File: config.mk
export PLATFORM = sky130hd
export DESIGN_NAME = rx_byte_idle_timeout_framer
export DESIGN_NICKNAME = d
export VERILOG_FILES = /design/src/hdl/rxfrm_pkg.sv /design/src/hdl/rx_byte_idle_timeout_framer.sv
export SDC_FILE = /design/constraint.sdc
export NUM_CORES = 1
export LEC_CHECK = 0
export BUFFER_PORTS_ARGS = -buffer_cell sky130_fd_sc_hd__buf_2
export CORE_MARGIN = 5
export CORE_UTILIZATION = 65
export CTS_CLUSTER_DIAMETER = 120
export DETAILED_ROUTE_END_ITERATION = 10
export PLACE_DENSITY = 0.82
export SLEW_MARGIN = 20
export SYNTH_ARGS = -nofsm -noshare
export SYNTH_HDL_FRONTEND = slang
export SYNTH_SLANG_ARGS = --single-unit
export TNS_END_PERCENT = 20
File: constraint.sdc
create_clock -name aclk -period 5.36 [get_ports aclk]
set_clock_uncertainty 0.1 [all_clocks]
set_input_delay 1.608 -clock aclk [delete_from_list [all_inputs] [get_ports aclk]]
set_output_delay 1.608 -clock aclk [all_outputs]
set_load 0.02 [all_outputs]
File: src/hdl/rxfrm_pkg.sv
// Shared types and constants for the receive idle-timeout framer.
package rxfrm_pkg;

    // Most bytes one flush may deliver; the fill limit saturates here.
    localparam int MAX_RESULTS   = 32;
    localparam int STORE_DEPTH_D = 32;

    localparam int BYTE_W        = 8;
    localparam int IDLE_TICKS_W  = 8;
    localparam int FILL_LIMIT_W  = 6;
    localparam int CFG_DATA_W    = 8;
    localparam int CFG_INDEX_W   = 1;

    localparam logic [IDLE_TICKS_W-1:0] IDLE_TICKS_RST = 8'd32;
    localparam logic [FILL_LIMIT_W-1:0] FILL_LIMIT_RST = 6'd25;

    localparam logic OP_BYTE = 1'b0;
    localparam logic OP_TICK = 1'b1;

    localparam logic [CFG_INDEX_W-1:0] CFG_IDLE_TICKS = 1'b0;
    localparam logic [CFG_INDEX_W-1:0] CFG_FILL_LIMIT = 1'b1;

    typedef enum logic {
        FR_IDLE,
        FR_FLUSH
    } fr_state_t;

endpackage

File: src/hdl/rx_byte_idle_timeout_framer.sv
// Top level of the receive idle-timeout framer: byte store, idle timer and frame flush.
//
// Usage: each request on the s_ channel is either a received byte (s_opcode = byte)
// or one timer tick (s_opcode = tick). A byte is written into the frame store and
// reloads the idle countdown. Ticks count an armed countdown down; when it reaches
// zero the stored bytes leave on the m_ channel in arrival order, m_last marking
// the final one. A byte that finds the store at the fill limit is dropped and the
// frame is flushed at once with m_overflow_flush set on every byte.
// Items that cause no flush leave s_ready high. A flush reads the store through
// its single read port, one byte per cycle while m_ready does not stall; each
// byte passes the read data register and then the output register, and s_ready
// stays low until the last byte is in the output register. A stall on m_ready
// holds the read pipeline and the flush continues when the receiver takes the
// waiting byte; a finished last byte may wait there while new requests are accepted.
// Reset clears the count, the timer and the handshake state and loads the
// registers with their defaults; the store contents need no clearing.
// cfg_we writes register cfg_index (0 = idle ticks, 1 = fill limit) at once.
module rx_byte_idle_timeout_framer
    import rxfrm_pkg::*;
#(
    parameter int STORE_DEPTH = STORE_DEPTH_D
) (
    input  logic                    aclk,
    input  logic                    aresetn,

    input  logic                    cfg_we,
    input  logic [CFG_INDEX_W-1:0]  cfg_index,
    input  logic [CFG_DATA_W-1:0]   cfg_wdata,

    input  logic                    s_valid,
    output logic                    s_ready,
    input  logic                    s_opcode,
    input  logic [BYTE_W-1:0]       s_rx_byte,

    output logic                    m_valid,
    input  logic                    m_ready,
    output logic [BYTE_W-1:0]       m_out_byte,
    output logic                    m_last,
    output logic                    m_overflow_flush
);

    localparam int LIM_MAX = (STORE_DEPTH < MAX_RESULTS) ? STORE_DEPTH : MAX_RESULTS;
    localparam int CNT_W   = $clog2(LIM_MAX + 1);
    localparam int ADDR_W  = $clog2(STORE_DEPTH);
    localparam logic [FILL_LIMIT_W-1:0] LIM_MAX_V = FILL_LIMIT_W'(LIM_MAX);

    logic [BYTE_W-1:0] frame_mem [STORE_DEPTH];

    fr_state_t state_reg, state_next;

    logic [IDLE_TICKS_W-1:0] idle_ticks_reg;
    logic [FILL_LIMIT_W-1:0] fill_limit_reg;
    logic [CNT_W-1:0]        fill_cnt_reg, fill_cnt_next;
    logic [IDLE_TICKS_W-1:0] cd_reg, cd_next;
    logic                    armed_reg, armed_next;
    logic [CNT_W-1:0]        len_reg, len_next;
    logic                    ovf_reg, ovf_next;
    logic [CNT_W-1:0]        rd_ptr_reg;
    logic                    rd_pend_reg;
    logic                    rd_last_reg;
    logic [BYTE_W-1:0]       mem_q_reg;
    logic                    m_valid_reg;
    logic [BYTE_W-1:0]       out_byte_reg;
    logic                    out_last_reg;
    logic                    out_ovf_reg;

    logic                    in_acc;
    logic                    store_wr;
    logic                    flush_go;
    logic                    rd_en;
    logic                    load_out;
    logic                    flush_done;
    logic [FILL_LIMIT_W-1:0] eff_limit;
    logic [IDLE_TICKS_W-1:0] cd_dec;

    assign in_acc   = s_valid && s_ready;
    assign load_out = rd_pend_reg && (!m_valid_reg || m_ready);

    always_comb begin
        if (fill_limit_reg == '0) begin
            eff_limit = FILL_LIMIT_W'(1);
        end else if (fill_limit_reg > LIM_MAX_V) begin
            eff_limit = LIM_MAX_V;
        end else begin
            eff_limit = fill_limit_reg;
        end
    end

    assign cd_dec = (cd_reg != '0) ? cd_reg - IDLE_TICKS_W'(1) : cd_reg;

    // Per-item update of count and timer; a flush hands the count over as frame length.
    always_comb begin
        fill_cnt_next = fill_cnt_reg;
        cd_next       = cd_reg;
        armed_next    = armed_reg;
        len_next      = len_reg;
        ovf_next      = ovf_reg;
        store_wr      = 1'b0;
        flush_go      = 1'b0;
        if (in_acc) begin
            if (s_opcode == OP_BYTE) begin
                if (FILL_LIMIT_W'(fill_cnt_reg) >= eff_limit) begin
                    flush_go = 1'b1;
                    ovf_next = 1'b1;
                end else begin
                    store_wr      = 1'b1;
                    fill_cnt_next = fill_cnt_reg + CNT_W'(1);
                    cd_next       = (idle_ticks_reg == '0) ? IDLE_TICKS_W'(1) : idle_ticks_reg;
                    armed_next    = 1'b1;
                end
            end else if (armed_reg) begin
                cd_next = cd_dec;
                if (cd_dec == '0) begin
                    flush_go = 1'b1;
                    ovf_next = 1'b0;
                end
            end
            if (flush_go) begin
                len_next      = fill_cnt_reg;
                fill_cnt_next = '0;
                cd_next       = '0;
                armed_next    = 1'b0;
            end
        end
    end

    // Next state.
    always_comb begin
        state_next = state_reg;
        case (state_reg)
            FR_IDLE: begin
                if (flush_go && fill_cnt_reg != '0) begin
                    state_next = FR_FLUSH;
                end
            end
            FR_FLUSH: begin
                if (flush_done) begin
                    state_next = FR_IDLE;
                end
            end
            default: begin
                state_next = FR_IDLE;
            end
        endcase
    end

    // FSM outputs.
    always_comb begin
        s_ready    = 1'b0;
        rd_en      = 1'b0;
        flush_done = 1'b0;
        case (state_reg)
            FR_IDLE: begin
                s_ready = 1'b1;
            end
            FR_FLUSH: begin
                // A read is issued only when its data slot is free or frees this cycle.
                rd_en      = (rd_ptr_reg != len_reg) && (!rd_pend_reg || load_out);
                flush_done = (rd_ptr_reg == len_reg) && !rd_pend_reg;
            end
            default: begin
                s_ready = 1'b0;
            end
        endcase
    end

    always_ff @(posedge aclk) begin
        if (!aresetn) begin
            state_reg      <= FR_IDLE;
            idle_ticks_reg <= IDLE_TICKS_RST;
            fill_limit_reg <= FILL_LIMIT_RST;
            fill_cnt_reg   <= '0;
            cd_reg         <= '0;
            armed_reg      <= 1'b0;
            len_reg        <= '0;
            ovf_reg        <= 1'b0;
            rd_ptr_reg     <= '0;
            rd_pend_reg    <= 1'b0;
            m_valid_reg    <= 1'b0;
        end else begin
            state_reg    <= state_next;
            fill_cnt_reg <= fill_cnt_next;
            cd_reg       <= cd_next;
            armed_reg    <= armed_next;
            len_reg      <= len_next;
            ovf_reg      <= ovf_next;
            if (cfg_we) begin
                case (cfg_index)
                    CFG_IDLE_TICKS: idle_ticks_reg <= cfg_wdata[IDLE_TICKS_W-1:0];
                    CFG_FILL_LIMIT: fill_limit_reg <= cfg_wdata[FILL_LIMIT_W-1:0];
                    default: begin
                    end
                endcase
            end
            if (flush_go) begin
                rd_ptr_reg <= '0;
            end else if (rd_en) begin
                rd_ptr_reg <= rd_ptr_reg + CNT_W'(1);
            end
            if (rd_en) begin
                rd_pend_reg <= 1'b1;
            end else if (load_out) begin
                rd_pend_reg <= 1'b0;
            end
            if (load_out) begin
                m_valid_reg <= 1'b1;
            end else if (m_ready) begin
                m_valid_reg <= 1'b0;
            end
        end
    end

    // Frame store: one write port, one registered read port.
    always_ff @(posedge aclk) begin
        if (store_wr) begin
            frame_mem[fill_cnt_reg[ADDR_W-1:0]] <= s_rx_byte;
        end
        if (rd_en) begin
            mem_q_reg   <= frame_mem[rd_ptr_reg[ADDR_W-1:0]];
            rd_last_reg <= (rd_ptr_reg + CNT_W'(1) == len_reg);
        end
    end

    always_ff @(posedge aclk) begin
        if (load_out) begin
            out_byte_reg <= mem_q_reg;
            out_last_reg <= rd_last_reg;
            out_ovf_reg  <= ovf_reg;
        end
    end

    assign m_valid          = m_valid_reg;
    assign m_out_byte       = out_byte_reg;
    assign m_last           = out_last_reg;
    assign m_overflow_flush = out_ovf_reg;

endmodule
## Word level (Yosys, flattened, before mapping)

Memories as Yosys holds them, arrays and structs flattened. A register that Yosys moved wholly into a read port is not among the register bits.
Cells that the tools add are included.

| word-level totals | value |
|---|---|
| register bits after elaboration | 56 |
| bits in writable memories | 256 |
| input port bits | 23 |
| output and inout port bits | 12 |
| word-level logic and storage cells | 96 |
| memories kept | 1 |

Memories:

| memory | depth | bits a word | read ports | clocked after Yosys merged registers in | wr ports | line | RTL |
|---|---|---|---|---|---|---|---|
| frame_mem | 32 | 8 | 1 | 1 | 1 | rx_byte_idle_timeout_framer.sv:47 | `logic [BYTE_W-1:0] frame_mem [STORE_DEPTH];` |

| cells by class | value |
|---|---|
| $add $sub $neg | 3 |
| magnitude comparators | 2 |
| eq/ne operators | 9 |
| multiplexer cells | 39 |
| bitwise logic cells | 3 |
| reductions and logical operators | 24 |

Operators by type and width:

| kind | number |
|---|---|
| $mux W8 | 6 |
| $mux W6 | 5 |
| $mux W1 | 27 |
| $logic_not A8 Y1 | 2 |
| $add A6 B1 Y6 const B | 2 |
| $eq A6 B6 Y1 | 2 |
| $ne A2 B1 Y1 const B | 4 |
| $reduce_bool A8 Y1 | 1 |
| $sub A8 B1 Y8 const B | 1 |
| $ge A6 B6 Y1 | 1 |
| $gt A6 B6 Y1 const B | 1 |
| $logic_not A6 Y1 | 1 |
| $ne A6 B6 Y1 | 1 |
| $reduce_and A2 Y1 | 3 |
| $reduce_and A3 Y1 | 2 |
| $reduce_bool A2 Y1 | 3 |
| $reduce_bool A6 Y1 | 1 |
| $logic_and A1 B1 Y1 | 5 |
| $reduce_and A4 Y1 | 1 |
| $ne A3 B1 Y1 const B | 1 |
| $ne A3 B2 Y1 const B | 1 |
| $not A1 Y1 | 3 |
| $logic_not A1 Y1 | 2 |
| $logic_or A1 B1 Y1 | 2 |
| 2 further kinds | 2 |

## Longest topological paths before layout

Gate-level depths: netlist (run 1).

| logic depth | value |
|---|---|
| depth after elaboration | 11 |
| depth in mapped cells | 11 |
| mapped depth without buffers | 10 |

## Worst setup path before layout (run 1)

OpenSTA, ideal clock, no wires.

| path | value |
|---|---|
| path type | input -> register |
| from | input port s_opcode |
| to | memory frame_mem[26][0], enable pin |
| setup time | 383 ps |
| data arrival time | 3,447 ps |
| required time | 4,877 ps |
| setup slack | 1,430 ps |
| stages | 7 |
| path buffers | 2 |
| path through | buf_4 a211oi_1 o21ai_0 nor2_1 clkbuf_1 nand2_1 nor3_1 |

| between the ends | value |
|---|---|
| word-level cells in the longest chain between the ends | 4 |

RTL lines:

| what | line | RTL |
|---|---|---|
| start, declared | rx_byte_idle_timeout_framer.sv:32 | `input logic s_opcode,` |
| $mux W1 | rx_byte_idle_timeout_framer.sv:101 | `if (s_opcode == OP_BYTE) begin` |
| $mux W1 | rx_byte_idle_timeout_framer.sv:100 | `if (in_acc) begin` |
| $mux W1 | rx_byte_idle_timeout_framer.sv:215 | `if (store_wr) begin` |
| $mux W1 (implied by the code) | rx_byte_idle_timeout_framer.sv:216 | `frame_mem[fill_cnt_reg[ADDR_W-1:0]] <= s_rx_byte;` |
| end, declared | rx_byte_idle_timeout_framer.sv:47 |  |

Every way passes these cells.

## Final worst setup path (run 1)

| path | value |
|---|---|
| from | register fill_limit_reg[1] |
| to | memory frame_mem[3][5], enable pin |

| between the ends | value |
|---|---|
| word-level cells in the longest chain between the ends | 9 |
| elaborated cells between the ends (all ways) | 10 |
| classes of those cells | order compare (2); mux (7); reduce/logical (1) |

RTL lines:

| what | line | RTL |
|---|---|---|
| start, declared | rx_byte_idle_timeout_framer.sv:52 | `logic [FILL_LIMIT_W-1:0] fill_limit_reg;` |
| start signal, assigned | rx_byte_idle_timeout_framer.sv:190 | `CFG_FILL_LIMIT: fill_limit_reg <= cfg_wdata[FILL_LIMIT_W-1:0];` |
| $gt A6 B6 Y1 | rx_byte_idle_timeout_framer.sv:82 | `end else if (fill_limit_reg > LIM_MAX_V) begin` |
| $mux W6 | rx_byte_idle_timeout_framer.sv:82 |  |
| $mux W6 (*) | rx_byte_idle_timeout_framer.sv:80 | `if (fill_limit_reg == '0) begin` |
| $ge A6 B6 Y1 (*) | rx_byte_idle_timeout_framer.sv:102 | `if (FILL_LIMIT_W'(fill_cnt_reg) >= eff_limit) begin` |
| $mux W1 (*) | rx_byte_idle_timeout_framer.sv:102 |  |
| $mux W1 (*) | rx_byte_idle_timeout_framer.sv:101 |  |
| $mux W1 (*) | rx_byte_idle_timeout_framer.sv:100 |  |
| $mux W1 (*) | rx_byte_idle_timeout_framer.sv:215 |  |
| $mux W1 (implied by the code) (*) | rx_byte_idle_timeout_framer.sv:216 |  |

Every way passes the cells marked *; elsewhere a longest branch is shown, timed or not.

==> results of run 1 <==
-- metal layers --
layer  wire (um)  share of wire, %
met5           0                 0
met2       14700                50
met1       11100                38
met4         890               3.0
met3        2760               9.4
-- per-stage QoR --
stage          setup WS, ps  instances  area, um^2
3_3_place_gp           1360       1011       13400
4_1_cts                1690       1068       14400
2_1_floorplan          1430        746       13000
6_report               1600       1068       14400
5_1_grt                1510       1068       14400
3_5_place_dp           1230       1011       13400
-- critical path: cells and delay by family (launching register included) --
kind                       cells  cell delay (ps)
and+or+nand+nor                7             2000
AOI/OAI and AO/OA              2              510
DFF                            1              340
adders and majority gates      1              230
buffers and inverters          1              200
-- cells in the mapped netlist (all sizes together) (12+ instances only) --
master  instances
a21oi          24
buf            14
clkbuf         30
dfxtp          45
edfxtp        275
ha             12
inv            14
mux4           80
nand2          57
nand3          18
nor2           47
nor3           15
-- where the power goes --
group / internal [mW] / switching (mW) / total, mW
clock: 1.26 / 0.919 / 2.18
combinational: 0.0583 / 0.120 / 0.179
sequential: 2.71 / 0.0163 / 2.73
-- final timing paths --
check | startpoint | depth (start not counted) | to | slack, ps
min | mem_q_reg[6] | 0 | m_out_byte[6] | 310
min reg2reg | mem_q_reg[6] | 0 | m_out_byte[6] | 310
max | fill_limit_reg[1] | 11 | frame_mem[3][5] | 1600
max reg2reg | fill_limit_reg[1] | 11 | frame_mem[3][5] | 1600
-- cell families (layout without fill, tap and decap cells) --
kind of cell / count (synthesis) / in the layout / share of synthesized area (%)
AND/OR/NAND/NOR: 171 / 171 / 6.09
buffers and inverters: 58 / 115 / 2.30
AO/OA/AOI/OAI: 71 / 71 / 3.75
multiplexers: 97 / 97 / 15.2
flip-flops: 320 / 320 / 70.3
XOR/XNOR: 17 / 17 / 1.14
adder cells (fa/ha/maj): 12 / 12 / 1.15
-- area by class of cell --
class                           instances  area share (%)
Clock buffer                           38            5.80
Clock inverter                         19            1.37
Inverter                               14           0.365
Multi-Input combinational cell        368            24.8
Sequential cell                       320            63.6
Tap cell                              265            2.30
Timing Repair Buffer                   44            1.70
==> results by stage, run 1 <==
Worst setup path:
- The data required time at the worst endpoint is 5450 ps.
- For this design, the slowest cell found on the critical path is nor2_1.
- The kind of launch point of the worst setup path is a flip-flop.
- Walking the worst path, the cells encountered are nor4_1 > nor2_1 > nor2_1 > ha_1 > nand2b_1 > a211oi_1 > o21ai_0 > nor2_1 > buf_4 > nand2_1 > nor2_1.
- The largest incremental delay on the critical path is 740 ps.
- Counting stages on the worst path, the most repeated cell is nor2_1.
- The worst endpoint data arrival time is 3850 ps.
- The kind of critical path is flip-flop to flip-flop.
- The maximum fanout along the worst path is 13.
- The worst setup path is captured at a flip-flop.

GRT:
- The initial antenna violation count is 0.
- The first global-routing pass estimated 44400 um of wire.
- The global-route usage over all layers is a little over a quarter.
- The number of global-route vias before repair is 7091.
- The maximum number of pins on one net before global-route repair is 47.
- The met1 layer usage reported by global route is 38.1%.
- Summed over all layers, the global routing overflow is 0.
- The met3 routing resource usage after global routing is roughly 4.4%.
- In this run the most used layer during global routing was met2.
- The global routing usage on met2 is 43.7%.

Run:
- The number of maximum-capacitance constraint violations is 0.

Cells and area:
- Cells fill 73.6% of the core in the end.
- The proportion of layout cells with a drive suffix above 1 is 24.8%.
- 0 antenna diodes ended up in the layout.
- The fill cell instance count of the final layout is 1129.
- The most common cell after layout, fill and taps aside is edfxtp_1.
- In the final layout, the multi-input gates occupy 3580 um^2.
- In the final design database the tool counted between 800 and 900 nets.
- The area added between synthesis and finish is 10.7%.
- In the layout the commonest cells are edfxtp_1, mux4_2, nand2_1, nor2_1, dfxtp_1.
- The number of flip-flops in the largest register is around 260.
- Registers take 9170 um^2.

Clock network:
- The number of hold buffers added after cts is 0.
- After clock tree synthesis, the clock-pin slew on the worst setup and hold paths is 70 ps.
- In this run the post-CTS setup repair buffer count came out at 0.
- The tree built by TritonCTS fans out to 320 sinks.
- Once the clock tree was built, the resizer swapped 0 gates to a different size.
- The number of buffers on the longest clock path is 3.
- TritonCTS built the clock tree.
- The clock root buffer is clkbuf_16.
- The number of H-tree branching levels is 1.
- The source-to-sink clock delay at the later pin of the worst-skew pair is 570 ps.
- The clock buffer count from CTS is 31.

Floorplanning:
- The initial standard-cell utilization of the core is approximately two thirds.
- The horizontal die dimension is 152 um.
- The site row count is 51.
- The floorplan step defined a die boundary enclosing 23000 um^2.
- From bottom edge to top edge, the die measures 152 um.
- The number of primary I/O pins is 35.
- The area of the core region is 19600 um^2.

Logic synthesis:
- The proportion of netlist area held by the largest area contributor is a little under two thirds.
- The total number of yosys warnings is 0.
- The sequential cell area fraction in the yosys report is 70.3%.
- Counting flops with a built-in enable in the synthesized netlist gives between 200 and 300.
- The biggest area contributor in the post-synthesis netlist is edfxtp_1.
- The cell area that synthesis handed to floorplanning was 13000 um^2.
- A synthesized cell averages 17.5 um^2.
- The number of standard cells after synthesis is 746.
- Counting flops with an async set or reset pin after synthesis yields a share of 0%.
- After synthesis, the netlist uses 59 different library cells.
- The most used flip-flop cell after synthesis is edfxtp_1.
- The post-synthesis net count is 781.
- After synthesis the netlist holds a flip-flop and latch count of 320.
- By area the synthesized netlist is led by edfxtp_1, mux4_2, dfxtp_1.

Timing:
- The clock period could shrink to 3760 ps.
- The worst slew slack as a fraction of its limit is 41.0%.
- After routing, the total negative slack on setup checks comes to 0 ps.
- The ratio of final minimum period to clock period is 70.2%.
- The worst hold slack across all endpoints is just over 300 ps.
- Setup repair after global routing left no endpoint under its margin.
- The number of max-slew violations in the final report is 0.
- Setup violations remaining at the end of the flow were counted as 0.
- The timing-limited maximum frequency is 266 MHz.
- The number of hold violations in the final report is 0.
- The actual slew at the worst max-slew pin is approximately 880 ps.

Drt:
- The number of remaining DRC errors is 0.
- In this run, the number of DRC markers left after iteration 0 of detailed routing was 823.
- After detailed routing, the number of vias per cell comes to 6.69.
- The total via count after detailed routing is ~7100.
- The final routed wire length divided by cell count is roughly 28 um.
- The count of nets left with antenna violations after detail routing is 0.
- Before antenna repair, the detailed router went through 5 iterations.
- The final wirelength is 29400 um.

Status:
- The run finished with clean final reports.

Pwr:
- The leakage power figure is 4.61 nW.
- Across the VDD grid, the largest voltage drop is 0.000326 V.
- The total power of the final layout is 5.09 mW.
- The total power divided by cell area is 353 nW/um^2.

Place:
- The detailed-placement wirelength estimate is about 18000 um.
- The weighted congestion reported at the end of routability-driven placement is 0.857.
- Port buffering added 34 buffers.

Worst hold path:
- The classification of the worst-slack hold path is flip-flop to flip-flop.
Power figures use the tool's default switching activity.
==> run 2: changes to the inputs <==
--- a/config.mk
+++ b/config.mk
@@ -7,10 +7,10 @@
 export LEC_CHECK = 0
 export BUFFER_PORTS_ARGS = -buffer_cell sky130_fd_sc_hd__buf_2
 export CORE_MARGIN = 5
-export CORE_UTILIZATION = 65
+export CORE_UTILIZATION = 62
 export CTS_CLUSTER_DIAMETER = 120
 export DETAILED_ROUTE_END_ITERATION = 10
-export PLACE_DENSITY = 0.82
+export PLACE_DENSITY = 0.78
 export SLEW_MARGIN = 20
 export SYNTH_ARGS = -nofsm -noshare
 export SYNTH_HDL_FRONTEND = slang
==> constraint.sdc (replaced) <==
create_clock -name aclk -period 3.6 [get_ports aclk]
set_clock_uncertainty 0.1 [all_clocks]
set_input_delay 1.08 -clock aclk [delete_from_list [all_inputs] [get_ports aclk]]
set_output_delay 1.08 -clock aclk [all_outputs]
set_load 0.02 [all_outputs]
==> run 2 against run 1 <==
Global-route usage decreased by 2.4 points; clock-buffer cell count is 3 lower; utilization shrank 3.8 points; sequential share of layout area is 0.51 points lower; via count down 0.88%; critical endpoint is now frame_mem[3][0]; sequential power up 49%; combinational power up 45%; non-clock buffer count is 25 higher; critical path type unchanged; first-iteration DRC count fell by 1.7%.
==> results by stage, run 2 (synthesis gave the netlist of run 1 again) <==
Timing:
- The number of max-slew violations in the final report was 0 (unchanged).
- The number of hold violations in the final report is 0 (unchanged).
- Setup repair after global routing left no endpoint under its margin.
- The actual slew at the worst max-slew pin came to 863 ps (-20.5 ps).
- The final total negative setup slack came to 0 ps (unchanged).
- The timing-limited maximum frequency came to 312 MHz (+17%).
- The worst slew slack as a fraction of its limit is 42.3% (+1.4 points).
- The final period demand of the worst path is 3200 ps (-558 ps).
- The final worst slack is 396 ps (-1200 ps).
- The count of final setup violators was 0 (unchanged).
- The ratio of final minimum period to clock period was 89.0% (+19 points).

Clock network:
- The number of buffers on the longest clock path is 3 (unchanged).
- The number of sinks driven by the clock tree is 320 (unchanged).
- The number of instances resized during post-cts repair was 0 (unchanged).
- The clock-pin slew of the registers on the worst-case setup and hold paths came to 60 ps (about the same).
- The number of hold buffers added after cts came to 0 (unchanged).
- The source-to-sink clock delay at the later pin of the worst-skew pair is 560 ps (about the same).
- The tree is rooted in a clkbuf_16.
- TritonCTS built the clock tree.
- The number of setup buffers added after CTS is 0 (unchanged).
- The number of H-tree branching levels is 1 (unchanged).
- The clock buffer count from CTS is 31 (unchanged).

Cells and area:
- The proportion of layout cells with a drive suffix above 1 was 26.0% (+1.2 points).
- The number of flip-flops in the largest register is 256 (unchanged).
- The top cell types in the final layout, fill and taps aside, are edfxtp_1, mux4_2, nand2_1, nor2_1, dfxtp_1.
- The most common cell after layout, fill and taps aside is edfxtp_1.
- The post-layout instance count excluding filler cells was 1099 (+2.9%).
- The number of antenna cells inserted is 0 (unchanged).
- The post-route cell area came to 14500 um^2 (+0.77%).
- The final net count was 839 (+3.1%).
- The area added between synthesis and finish is 11.5%.

Drt:
- The number of design-rule violations left by the first detailed-router iteration is 809 (-1.7%).
- The number of remaining DRC errors was 0 (unchanged).
- The final routed wire length divided by cell count is 25.8 um (-6.5%).
- The via count normalized by instance count is 6.44 (-3.7%).
- The count of nets left with antenna violations after detail routing was 0 (unchanged).
- The first-pass detailed-route iteration total was 5 (unchanged).
- The final wirelength is 28300 um (-3.8%).
- The total via count after detailed routing was 7081 (-0.88%).

Worst setup path:
- The slack of the worst reg-to-reg path was 400 ps (-1200 ps).
- The worst reg-to-reg path cell count is 11 (unchanged).
- The largest incremental delay on the critical path is 630 ps (-110 ps).
- The worst setup path is captured at a flip-flop.
- The buffers plus inverters on the worst setup path is 1 (unchanged).
- In this run the critical register-to-register path is launched from fill_limit_reg[1].
- The kind of launch point of the worst setup path is a flip-flop.
- The category of cells accounting for the largest share of critical-path delay is simple AND/OR/NAND/NOR gates.
- Walking the worst path, the cells encountered are nor4_1 > nor2_1 > nor2_1 > ha_1 > nand2b_1 > a211oi_1 > o21ai_0 > nor2_1 > nand2_1 > buf_4 > nor2_1.
- The worst endpoint data arrival time is 3290 ps (-560 ps).
- The most numerous cell on the critical path is nor2_1.
- The maximum fanout along the worst path came to 8 (-5).
- The data required time at the worst endpoint was 3690 ps (-1760 ps).
- The critical path's slowest cell is nor2_1.
- The kind of critical path is flip-flop to flip-flop.
- The worst register-to-register path ends at frame_mem[3][0].

Place:
- The post-placement cell count is 1046 (+3.5%).
- The standard cell area after detailed placement came to 13600 um^2 (+1.7%).
- The detailed-placement wirelength estimate came to 17500 um (-3.0%).
- The worst-case setup slack after placement is 282 ps (-950 ps).
- The number of I/O port buffers is 34 (unchanged).
- The weighted congestion reported at the end of routability-driven placement came to 0.820 (-4.2%).

Floorplanning:
- The die height is 155 um (+2.2%).
- The site row count is 53 (+3.9%).
- The area of the core region came to 20800 um^2 (+6.3%).
- The horizontal die dimension is 155 um (+2.2%).
- The initial standard-cell utilization of the core is 62.5% (-3.9 points).
- The die area is 24000 um^2 (+4.5%).
- The number of primary I/O pins is 35 (unchanged).

Worst hold path:
- For hold timing, the worst endpoint is m_out_byte[1].
- The classification of the worst-slack hold path is flip-flop to flip-flop.
- The number of cells on the worst hold path is 0 (unchanged).
- The worst hold path begins at mem_q_reg[1].

Status:
- The run finished with clean final reports.

GRT:
- The maximum number of pins on one net before global-route repair was 34 (-28%).
- The initial antenna violation count is 0 (unchanged).
- The global-route usage over all layers was 24.2% (-2.4 points).
- The wire length of the first global-routing pass is 43600 um (-1.8%).
- The remaining global-route overflow is 0 (unchanged).
- The number of global-route vias before repair was 7220 (+1.8%).

Pwr:
- The leakage power figure was 4.68 nW (+1.7%).
- The total power divided by cell area is 505 nW/um^2 (+43%).
- The part of the power in registers is 55.4% (+1.7 points).
- The total power of the final layout is 7.34 mW (+44%).
- The proportion of power drawn by combinational gates was 3.5% (about the same).
- The power share of the clock group is 41.0% (-1.8 points).
- The internal power was 5.84 mW (+45%).
- The share of total power consumed by net switching was 20.4% (-0.30 points).
- The switching power of the nets is 1.50 mW (+42%).
- The worst-case vdd ir drop is 0.000361 V (+11%).

Run:
- The number of maximum-capacitance constraint violations was 0 (unchanged).
run 2: final cells by class:
type	count	area, um^2
sequential	320	9160
fill	1292	6300
multi-input combinational	368	3570
clock buffer	35	791
timing repair buffer	69	458
tap	275	344
clock inverter	18	144
inverter	14	52.6
run 2: routing by layer:
metal	wire length, um	global-route usage [%]	up-vias
met1	10700	33.0	3549
li1	-	-	3068
met3	2430	4.01	74
met4	1120	9.34	0
met2	14100	40.0	390
met5	0	0	-
run 2: power groups by stage:
stage | Clock (mW) | Sequential, mW | Combinational, mW
5_1_grt | 3.24 | 4.07 | 0.285
4_1_cts | 3.06 | 4.06 | 0.259
3_5_place_dp | 0 | 4.14 | 0.257
6_report | 3.01 | 4.07 | 0.260
2_1_floorplan | 0 | 4.13 | 0.166
3_3_place_gp | 0 | 4.14 | 0.246
run 2: how the worst max path moves through the flow:
stage,start,end,slack (ps),cells after the start
2_1_floorplan,s_opcode,frame_mem[26][0],200,7
3_3_place_gp,s_opcode,frame_mem[0][4],370,6
3_5_place_dp,s_opcode,frame_mem[0][4],280,6
4_1_cts,fill_limit_reg[1],frame_mem[0][0],400,10
5_1_grt,fill_limit_reg[2],frame_mem[3][0],170,11
6_report,fill_limit_reg[1],frame_mem[3][0],400,11
run 2: per-stage QoR:
stage	util (%)	hold WS, ps
floorplan	-	300
global placement	65.3	301
detailed placement	65.3	307
CTS	69.7	321
global route	69.7	327
finish	69.7	318
